==> src/rtl/ffa_pkg.sv <==
`timescale 1ns / 1ps
`default_nettype none
package ffa_pkg;

	localparam int unsigned HEAP_DEPTH_DEF = 4096;
	localparam int unsigned TYPE_COUNT_DEF = 16;

	localparam logic [15:0] NULL_RUN = 16'hFFFF;

	localparam logic CMD_ALLOC = 1'b0;
	localparam logic CMD_FREE  = 1'b1;

	localparam logic [1:0] REG_BLOCK_LOG2 = 2'd0;
	localparam logic [1:0] REG_HEAP_BLOCKS = 2'd1;
	localparam logic [1:0] REG_FIXED_TYPE = 2'd2;

	localparam logic [2:0]  RST_BLOCK_LOG2 = 3'd2;
	localparam logic [15:0] RST_HEAP_BLOCKS = 16'd4096;
	localparam logic [3:0]  RST_FIXED_TYPE = 4'd8;

	typedef enum logic [3:0] {
		ST_IDLE,
		ST_DISPATCH,
		ST_A_CHK,
		ST_A_EVAL,
		ST_A_HDR,
		ST_F_HDR,
		ST_F_ECHK,
		ST_F_CHK,
		ST_F_EVAL,
		ST_F_OVL,
		ST_F_WP,
		ST_F_WPREV,
		ST_DONE,
		ST_FAIL
	} state_t;

	typedef struct packed {
		logic latch;
		logic walk_init;
		logic rd_cur;
		logic rd_p;
		logic step;
		logic ld_flen_calc;
		logic ld_flen_hdr;
		logic a_commit;
		logic a_hdr;
		logic f_wp;
		logic f_wprev;
	} dp_cmd_t;

	typedef struct packed {
		logic type_bad;
		logic is_free;
		logic is_fixed;
		logic blk_zero;
		logic p_oob;
		logic end_oob;
		logic cur_valid;
		logic steps_ok;
		logic cur_eq_p;
		logic cur_gt_p;
		logic fit;
		logic prev_overlap;
		logic cur_overlap;
	} dp_stat_t;

	function automatic logic [15:0] inc_sat(input logic [15:0] a, input logic [15:0] b);
		logic [16:0] s;
		s = {1'b0, a} + {1'b0, b};
		return s[16] ? 16'hFFFF : s[15:0];
	endfunction

	function automatic logic [15:0] dec_sat(input logic [15:0] a, input logic [15:0] b);
		return (a > b) ? (a - b) : 16'd0;
	endfunction

endpackage
`default_nettype wire

==> src/rtl/ffa_ctrl.sv <==
`timescale 1ns / 1ps
`default_nettype none
module ffa_ctrl import ffa_pkg::*; (
	input  wire logic     clk,
	input  wire logic     arst_n,
	input  wire logic     start,
	input  wire dp_stat_t stat,
	output dp_cmd_t       cmd,
	output logic          busy,
	output logic          done,
	output logic          fail
);

	state_t state_q, state_d;

	always_ff @(posedge clk or negedge arst_n) begin
		if (!arst_n) begin
			state_q <= ST_IDLE;
		end else begin
			state_q <= state_d;
		end
	end

	always_comb begin
		state_d = state_q;
		cmd = '0;
		busy = (state_q != ST_IDLE);
		done = (state_q == ST_DONE) || (state_q == ST_FAIL);
		fail = (state_q == ST_FAIL);
		unique case (state_q)
			ST_IDLE: begin
				if (start) begin
					cmd.latch = 1'b1;
					state_d = ST_DISPATCH;
				end
			end
			ST_DISPATCH: begin
				if (stat.type_bad) begin
					state_d = ST_FAIL;
				end else if (!stat.is_free) begin
					cmd.walk_init = 1'b1;
					state_d = ST_A_CHK;
				end else if (stat.is_fixed) begin
					if (stat.blk_zero || stat.p_oob) begin
						state_d = ST_FAIL;
					end else begin
						cmd.rd_p = 1'b1;
						state_d = ST_F_HDR;
					end
				end else if (stat.p_oob) begin
					state_d = ST_FAIL;
				end else begin
					cmd.ld_flen_calc = 1'b1;
					state_d = ST_F_ECHK;
				end
			end
			ST_A_CHK: begin
				if (stat.cur_valid && stat.steps_ok) begin
					cmd.rd_cur = 1'b1;
					state_d = ST_A_EVAL;
				end else begin
					state_d = ST_FAIL;
				end
			end
			ST_A_EVAL: begin
				if (stat.fit) begin
					cmd.a_commit = 1'b1;
					state_d = stat.is_fixed ? ST_A_HDR : ST_DONE;
				end else begin
					cmd.step = 1'b1;
					state_d = ST_A_CHK;
				end
			end
			ST_A_HDR: begin
				cmd.a_hdr = 1'b1;
				state_d = ST_DONE;
			end
			ST_F_HDR: begin
				cmd.ld_flen_hdr = 1'b1;
				state_d = ST_F_ECHK;
			end
			ST_F_ECHK: begin
				if (stat.end_oob) begin
					state_d = ST_FAIL;
				end else begin
					cmd.walk_init = 1'b1;
					state_d = ST_F_CHK;
				end
			end
			ST_F_CHK: begin
				if (stat.cur_valid && stat.steps_ok) begin
					if (stat.cur_eq_p) begin
						state_d = ST_FAIL;
					end else if (stat.cur_gt_p) begin
						state_d = ST_F_OVL;
					end else begin
						cmd.rd_cur = 1'b1;
						state_d = ST_F_EVAL;
					end
				end else begin
					state_d = ST_F_OVL;
				end
			end
			ST_F_EVAL: begin
				cmd.step = 1'b1;
				state_d = ST_F_CHK;
			end
			ST_F_OVL: begin
				if (stat.prev_overlap || (stat.cur_valid && stat.cur_overlap)) begin
					state_d = ST_FAIL;
				end else begin
					cmd.rd_cur = stat.cur_valid;
					state_d = ST_F_WP;
				end
			end
			ST_F_WP: begin
				cmd.f_wp = 1'b1;
				state_d = ST_F_WPREV;
			end
			ST_F_WPREV: begin
				cmd.f_wprev = 1'b1;
				state_d = ST_DONE;
			end
			ST_DONE: state_d = ST_IDLE;
			ST_FAIL: state_d = ST_IDLE;
			default: state_d = ST_IDLE;
		endcase
	end

endmodule
`default_nettype wire

==> config.mk <==
export PLATFORM = sky130hd
export DESIGN_NAME = ffa_ctrl
export DESIGN_NICKNAME = d
export VERILOG_FILES = /design/src/rtl/ffa_pkg.sv /design/src/rtl/ffa_ctrl.sv
export SDC_FILE = /design/constraint.sdc
export NUM_CORES = 1
export LEC_CHECK = 0
export ABC_AREA = 0
export BUFFER_PORTS_ARGS = -buffer_cell sky130_fd_sc_hd__buf_2
export CORE_AREA = 4 4 41 43
export CTS_CLUSTER_SIZE = 24
export DETAILED_ROUTE_END_ITERATION = 10
export DIE_AREA = 0 0 45 47
export PLACE_DENSITY_LB_ADDON = 0.3
export SLEW_MARGIN = 20
export SYNTH_ARGS = -nofsm -noshare
export SYNTH_HDL_FRONTEND = slang
export SYNTH_SLANG_ARGS = --single-unit
==> constraint.sdc <==
create_clock -name clk -period 2.9 [get_ports clk]
set_input_delay 0.58 -clock clk [delete_from_list [all_inputs] [get_ports clk]]
set_output_delay 0.58 -clock clk [all_outputs]
set_load 0.005 [all_outputs]
# == Word-level counts from Yosys, hierarchy flattened ==
# Cells that the tools add are included.
# totals
word_cells,68
register_bits,4
output_inout_bits,14
# classes
muxes,45
n_reduce_logical,8
n_eq_ne,14
# ops
cell,n
two-way mux 4 bit,11
one-hot mux 4 bit (11 select lines),1
two-way mux 1 bit,28
== test 4 bit (second input constant),6
== test 4 x 3 -> 1 bit (second input constant),4
== test 4 x 2 -> 1 bit (second input constant),2
two-way mux 3 bit,2
== test 4 x 1 -> 1 bit (second input constant),1
logical NOT 4 bit,1
one-hot mux 1 bit (2 select lines),2
nonzero test 4 bit,1
logical OR 1 bit,3
one-hot mux 1 bit (3 select lines),1
logical AND 1 bit,2
!= test 2 bit (second input constant),1
OR reduction 2 bit,1

# == Depth between registers and ports, before layout ==
# Gate-level depths: netlist of the first run.
# logic_depth
ltp_word,6
mapped_depth,6
ltp_nobuf,4

# == Worst setup path before layout of the first run ==
# Ideal clock, no wire load.
# synth_timing
path_type,input -> output
from,in stat[12] in the netlist's numbering
to,out cmd[9] in the netlist's numbering
t_arrival_ps,1274
slack_ps,1046
path_stages,3
cell_sequence,or2_0 > or3_1 > a21oi_2
# synth_lines
item,line_no,source
start: declaration,ffa_ctrl.sv:7,"input wire dp_stat_t stat,"
end: declaration,ffa_ctrl.sv:8,"output dp_cmd_t cmd,"

==> key figures, run 1 <==
Outcome
  – Status: finished, final reports clean

Placed design
  – DPL Wire Length: 1.342 mm
  – RePlAce Congestion: 0.8959
  – Cell count after placement: 120
  – Port Buffers: 29

Setup path
  – CP Launch Type: flip-flop
  – Worst EP required: 2.32 ns
  – Max FO, Critical Path: 13
  – Crit Path Category: flip-flop to output port
  – R2r endpoint: state_q[1]$_DFFE_PN0P_
  – R2R cell count: 4
  – Crit Reg-Reg Startpoint: state_q[1]$_DFFE_PN0P_
  – Crit path DAT: 1.78 ns
  – Setup crit end kind: output port
  – Reg2Reg Setup Slack: 1.28 ns

Cells and area
  – Biggest regs: state_q (4)
  – Share of cells above drive strength 1: 0.3519
  – Largest register by flop count: state_q
  – Syn-to-layout area delta: 26.58%
  – Final core occ: 0.5587
  – Fillers: 137
  – Layout Nets: 126
  – Flip-flop count of the largest register after layout: 4
  – Area occupied by registers: 100.1 µm²
  – Post-route insts no fill: 123
  – Area of the multi-input gates: 425.4 µm²
  – Inserted Diodes: 0

Synthesis
  – Xor/xnor cell area share of the yosys netlist: 0
  – Average size of a mapped cell: 7.090 µm²
  – Synth Area in Simple Gates: 0.3943
  – Largest family of logic cells by synthesized area: simple AND/OR/NAND/NOR gates
  – Count leader, synth: nor2_1
  – Synth Net Count: 97
  – Top cell type's share of synthesized area: 0.1743
  – Largest cells by area after synthesis: dfrtp_1, nor2_1, nand2b_1, a21oi_1, nor2b_4
  – Sequential fraction of the synthesis area: 0.1743
  – Yosys top cell by area: dfrtp_1
  – Ys Warns: 0
  – Most frequent cells after synthesis: nor2_1, a21oi_1, nand2_1, nand2b_1
  – Post-synth ARST share: 1.000
  – Seq cells post-synth: 4
  – Syn Inst Count: 81
  – Synth Flop Type: dfrtp_1
  – Mux cell area share after synthesis: 0.01961
  – Adder-Cell Fraction of Synth Area: 0
  – Synth Area in Compound Gates: 0.3268
  – Post-synth cell types: 35
  – Syn Std Cell Area: 574.3 µm²
  – EDFF count, synth: 0

Timing
  – Slew headroom: 0.6211
  – Final hold vios: 0
  – Fin crit share: 0.8139
  – Post-route setup TNS: 0 ns
  – Final period demand of the worst path: 2.360 ns
  – Setup-failing EPs final: 0
  – Worst Tran Pin Value: 0.5684 ns
  – Final Skew: 0.004968 ns
  – F_max: 0.4237 GHz
  – Slew Limit Fails: 0
  – RSZ-0062 raised after global routing: no

Clock tree
  – CTS Sinks: 4
  – CTS-repair resized insts: 0
  – Setup bufs post-CTS: 0
  – Maximum root-to-sink buffer count: 2
  – Clock Tree Root: clkbuf_4
  – Clock Latency Late Sink: 0.24 ns
  – Hold buffers post-CTS: 0
  – Worst-path clk slew: 0.04 ns
  – Num CTS Buffers: 3
  – H-Tree Depth: 1
  – CTS tree: done

Drt
  – Per-cell routed wire length: 14.14 µm
  – Via count: 735
  – Vias per std cell: 5.976
  – Final ANT Viol Nets: 0
  – Drc violations: 0
  – WL final: 1.739 mm
  – Detailed router's first-iteration violation count: 24
  – Router iterations before antenna repair: 4

Flow run
  – Max Cap Violations: 0

Floorplanning
  – Top Ports: 30
  – Die area: 2115 µm²
  – Starting Density: 0.4413
  – Num rows: 13
  – Die width: 45 µm
  – Die H: 47 µm
  – Core area: 1301 µm²

Global routing
  – Largest net degree at the start of global routing: 19
  – First-pass GRT wire length: 2.718 mm
  – GRT overflow: 0
  – All-Layer GR Usage: 0.1766
  – Via count of the first global-routing pass: 648
  – Initial antenna violation count: 0

Pwr
  – Leakage Power: 0.3515 nW
  – Pwr Density: 903.4 nW/µm²
  – VDD IR max: 391.3 µV

Hold path
  – Worst min-delay path class: input port to async pin
[cell type report]
type                    count  share of cell area
clock buffers               3             0.03098
inverters                   4             0.02065
multi-input cells          68              0.5852
flip-flops and latches      4              0.1377
well taps                  15             0.02582
repair buffers             29              0.1997
[cell usage in the layout, fill, tap and decap left out, types with 2 or more instances in the layout]
cell      instances
a211oi_1          2
a21o_1            3
a21oi_1           6
a31oi_1           2
buf_2            29
clkbuf_4          3
dfrtp_1           4
inv_1             4
nand2_1           5
nand2b_1          5
nand3_1           3
nor2_1           12
nor2b_1           2
nor2b_4           2
nor3_1            4
o21ai_1           2
or3_1             3
[routing by layer]
layer  vias up  wire [µm]  global-route usage
li1        351          -                   -
met1       335        693              0.2059
met2        44        872              0.2938
met3         5        136             0.03448
met4         0         38              0.1170
met5         -          0                   0
[kinds of logic (layout without fill, tap and decap cells)]
kind of cell | after synthesis | after routing
AO/OA/AOI/OAI | 27 | 27
multiplexers | 1 | 1
AND/OR/NAND/NOR | 40 | 40
buffers and inverters | 9 | 36
flip-flops | 4 | 4
[report_power, final]
part / total (W) / internal (W) / switching [W]
Sequential: 0.000205 / 0.0000844 / 0.000121
Clock: 0.0000708 / 0.0000464 / 0.0000244
Combinational: 0.000380 / 0.000191 / 0.000189
Total: 0.000657 / 0.000322 / 0.000335
[worst max-delay path by stage]
stage	depth (start not counted)	to	slack, ns	from
after floorplan	3	cmd[9]	1.05	stat[12]
after global routing	5	cmd[7]	0.42	state_q[1]$_DFFE_PN0P_
after CTS	4	cmd[9]	0.55	state_q[1]$_DFFE_PN0P_
after global placement	5	cmd[9]	0.80	stat[12]
final	4	cmd[9]	0.54	state_q[1]$_DFFE_PN0P_
after detailed placement	5	cmd[9]	0.77	stat[12]
[through the flow]
stage	worst slack (ns)	power (W)	cell area (µm²)	hold WS [ns]
global placement	0.7977	0.0005694	704.4	0.3827
global route	0.4196	0.0007175	726.9	0.1302
floorplan	1.046	0.0004879	574.3	0.2844
CTS	0.5499	0.0006536	726.9	0.1359
detailed placement	0.7749	0.0005801	704.4	0.3872
finish	0.5396	0.0006567	726.9	0.1332
[critical path: stages (launching register included)]
cell and delay [ns]:
dfrtp_1 0.54, nand2b_1 0.31, or3_1 0.40, a21oi_2 0.15, buf_2 0.13
Power figures use the tool's default switching activity.
==> inputs of run 2 (changes only) <==
--- a/config.mk
+++ b/config.mk
@@ -7,10 +7,10 @@
 export LEC_CHECK = 0
 export ABC_AREA = 0
 export BUFFER_PORTS_ARGS = -buffer_cell sky130_fd_sc_hd__buf_2
-export CORE_AREA = 4 4 41 43
+export CORE_MARGIN = 4
+export CORE_UTILIZATION = 39
 export CTS_CLUSTER_SIZE = 24
 export DETAILED_ROUTE_END_ITERATION = 10
-export DIE_AREA = 0 0 45 47
 export PLACE_DENSITY_LB_ADDON = 0.3
 export SLEW_MARGIN = 20
 export SYNTH_ARGS = -nofsm -noshare
==> constraint.sdc (replaced) <==
create_clock -name clk -period 2.1 [get_ports clk]
set_input_delay 0.42 -clock clk [delete_from_list [all_inputs] [get_ports clk]]
set_output_delay 0.42 -clock clk [all_outputs]
set_load 0.005 [all_outputs]
==> run 2 against run 1 <==
Against the previous run:
- setup slack got worse by 0.43 ns
- wire length barely moved
- clock skew rose by 0.0014 ns
- critical path depth did not move
- combinational power rose by 71%
- count of clock-buffer cells in the layout did not move
- sequential share of layout area fell by 0.60 points
- hold slack improved by 0.38 ns
- global-route usage rose by 0.10 points
- via count rose by 2.6%
- first-iteration DRC count fell by 46%
==> key figures, run 2 (synthesized netlist as in run 1, its figures left out) <==
Pwr
  – Clk pwr share: 0.101 (was 0.108)
  – VDD IR max: 617.6 µV (was 391.3 µV)
  – Pwr Density: 1262 nW/µm² (was 903.4 nW/µm²)
  – Comb power frac: 0.667 (was 0.579)
  – Switching power total: 0.0004820 W (was 0.0003346 W)
  – Total internal power: 0.0004894 W (was 0.0003222 W)
  – Sw Ratio: 0.4962 (was 0.5095)
  – Leakage Power: 0.3706 nW (was 0.3515 nW)
  – Sequential share of power: 0.233 (was 0.313)

Cells and area
  – Biggest regs: state_q (4) (unchanged)
  – Syn-to-layout area delta: 33.99% (was 26.58%)
  – Final core occ: 0.5700 (was 0.5587)
  – Share of cells above drive strength 1: 0.3839 (was 0.3519)
  – Most common cell after layout, fill and taps aside: buf_2 (unchanged)
  – Largest register by flop count: state_q (unchanged)
  – Inserted Diodes: 0 (unchanged)
  – Layout Nets: 130 (was 126)
  – Post-route insts no fill: 127 (was 123)
  – Most frequent cells in the layout: buf_2, nor2_1, a21oi_1, nand2_1 (was buf_2, nor2_1, a21oi_1, nand2b_1, nand2_1)
  – Fillers: 133 (was 137)
  – Flip-flop count of the largest register after layout: 4 (unchanged)
  – Finished Cell Area: 769.5 µm² (was 726.9 µm²)

Timing
  – Final period demand of the worst path: 1.985 ns
  – Fin crit share: 0.9455
  – Slew headroom: 0.7543 (was 0.6211)
  – Worst Tran Pin Value: 0.3685 ns (was 0.5684 ns)
  – RSZ-0062 raised after global routing: no (unchanged)
  – Final hold vios: 0 (unchanged)
  – Setup-failing EPs final: 0 (unchanged)
  – Final Skew: 0.006387 ns (was 0.004968 ns)
  – Post-route setup TNS: 0 ns (unchanged)
  – Worst setup margin: 0.1145 ns (was 0.5396 ns)
  – F_max: 0.5037 GHz
  – Slew Limit Fails: 0 (unchanged)

Clock tree
  – CTS tree: done (unchanged)
  – Clock Tree Root: clkbuf_4 (unchanged)
  – Setup bufs post-CTS: 0 (unchanged)
  – CTS Sinks: 4 (unchanged)
  – Maximum root-to-sink buffer count: 2 (unchanged)
  – Num CTS Buffers: 3 (unchanged)
  – Clock Latency Late Sink: 0.24 ns (about the same)
  – H-Tree Depth: 1 (unchanged)
  – Worst-path clk slew: 0.04 ns (about the same)

Drt
  – WL final: 1.740 mm (was 1.739 mm)
  – Final ANT Viol Nets: 0 (unchanged)
  – Vias per std cell: 5.937 (was 5.976)
  – Per-cell routed wire length: 13.70 µm (was 14.14 µm)
  – Drc violations: 0 (unchanged)
  – Via count: 754 (was 735)
  – Router iterations before antenna repair: 4 (unchanged)
  – Detailed router's first-iteration violation count: 13 (was 24)

Setup path
  – Crit path DAT: 1.57 ns (was 1.78 ns)
  – Max FO, Critical Path: 5 (was 13)
  – CP Launch Type: flip-flop (unchanged)
  – Setup crit end kind: output port (unchanged)
  – Crit Path Category: flip-flop to output port (unchanged)
  – Reg2Reg Setup Slack: 0.53 ns (was 1.28 ns)
  – Worst EP required: 1.68 ns (was 2.32 ns)

Global routing
  – Initial antenna violation count: 0 (unchanged)
  – GRT overflow: 0 (unchanged)
  – All-Layer GR Usage: 0.1776 (was 0.1766)
  – Largest net degree at the start of global routing: 18 (was 19)
  – First-pass GRT wire length: 2.711 mm (was 2.718 mm)
  – Via count of the first global-routing pass: 639 (was 648)

Placed design
  – Port Buffers: 29 (unchanged)
  – Area post-placement: 726.9 µm² (was 704.4 µm²)
  – DPL Wire Length: 1.399 mm (was 1.342 mm)
  – Worst slack, placed: 0.3039 ns (was 0.7749 ns)
  – Cell count after placement: 123 (was 120)
  – RePlAce Congestion: 0.8518 (was 0.8959)

Floorplanning
  – Starting Density: 0.4254 (was 0.4413)
  – Top Ports: 30 (unchanged)
  – Die area: 2151 µm² (was 2115 µm²)
  – Num rows: 13 (unchanged)
  – Core area: 1350 µm² (was 1301 µm²)
  – Die width: 46.38 µm (was 45 µm)
  – Die H: 46.38 µm (was 47 µm)

Outcome
  – Status: finished, final reports clean (unchanged)

Hold path
  – Worst min-delay path class: input port to async pin (unchanged)

Flow run
  – Max Cap Violations: 0 (unchanged)
==> run 2: final cells by class <==
type / instances / area (µm²) / area share
inverter: 4 / 15.01 / 0.01951
clock buffer: 3 / 22.52 / 0.02927
tap: 15 / 18.77 / 0.02439
timing repair buffer: 33 / 177.7 / 0.2309
multi-input combinational: 68 / 434.2 / 0.5642
sequential: 4 / 101.3 / 0.1317
==> run 2: through the flow <==
step	power [W]	hold slack [ns]
after floorplan	0.0006737	0.1244
after global placement	0.0008359	0.2234
after detailed placement	0.0008439	0.2301
after CTS	0.0009474	0.5137
after global routing	0.001057	0.5395
final	0.0009714	0.5123
==> run 2: what timing repair did <==
| item | CTS | global route |
|---|---|---|
| setup endpoints to repair | 0 | 2 |
| gates resized for setup | 0 | 3 |
| hold buffers | 1 | 0 |
| hold endpoints to repair | 4 | 0 |
==> run 2: final timing paths <==
check / from / to / cells after the start
max: state_q[1]$_DFFE_PN0P_ / cmd[9] / 4
min: arst_n / state_q[2]$_DFFE_PN0P_ / 2
max reg2reg: state_q[2]$_DFFE_PN0P_ / state_q[3]$_DFFE_PN0P_ / 5
min reg2reg: state_q[1]$_DFFE_PN0P_ / state_q[2]$_DFFE_PN0P_ / 3
max in group asynchronous: arst_n / state_q[3]$_DFFE_PN0P_ / 2
min in group clk: stat[4] / state_q[2]$_DFFE_PN0P_ / 3
==> run 2: per-layer routing <==
metal  global-route usage  routed length [µm]  vias to the layer above  part of all wire
met3              0.02344                 102                        5             0.059
met5                    0                   0                        -                 0
met4              0.08523                  24                        0             0.014
met1               0.2133                 740                      350              0.43
li1                     -                   -                      366                 -
met2               0.3049                 873                       33              0.50
==> run 2: worst max-delay path, cell delays in order (launching register included) <==
cell and delay (ns):
dfrtp_1 0.41, nand2b_2 0.26, or3_1 0.38, a21oi_2 0.15
buf_2 0.13
==> run 2: power by group through the flow <==
stage               combinational (W)  sequential (W)  clock [W]
floorplan                    0.000528        0.000146          0
global placement             0.000625        0.000211          0
detailed placement           0.000632        0.000212          0
CTS                          0.000639        0.000211  0.0000976
global route                 0.000721        0.000234   0.000102
finish                       0.000648        0.000226  0.0000977
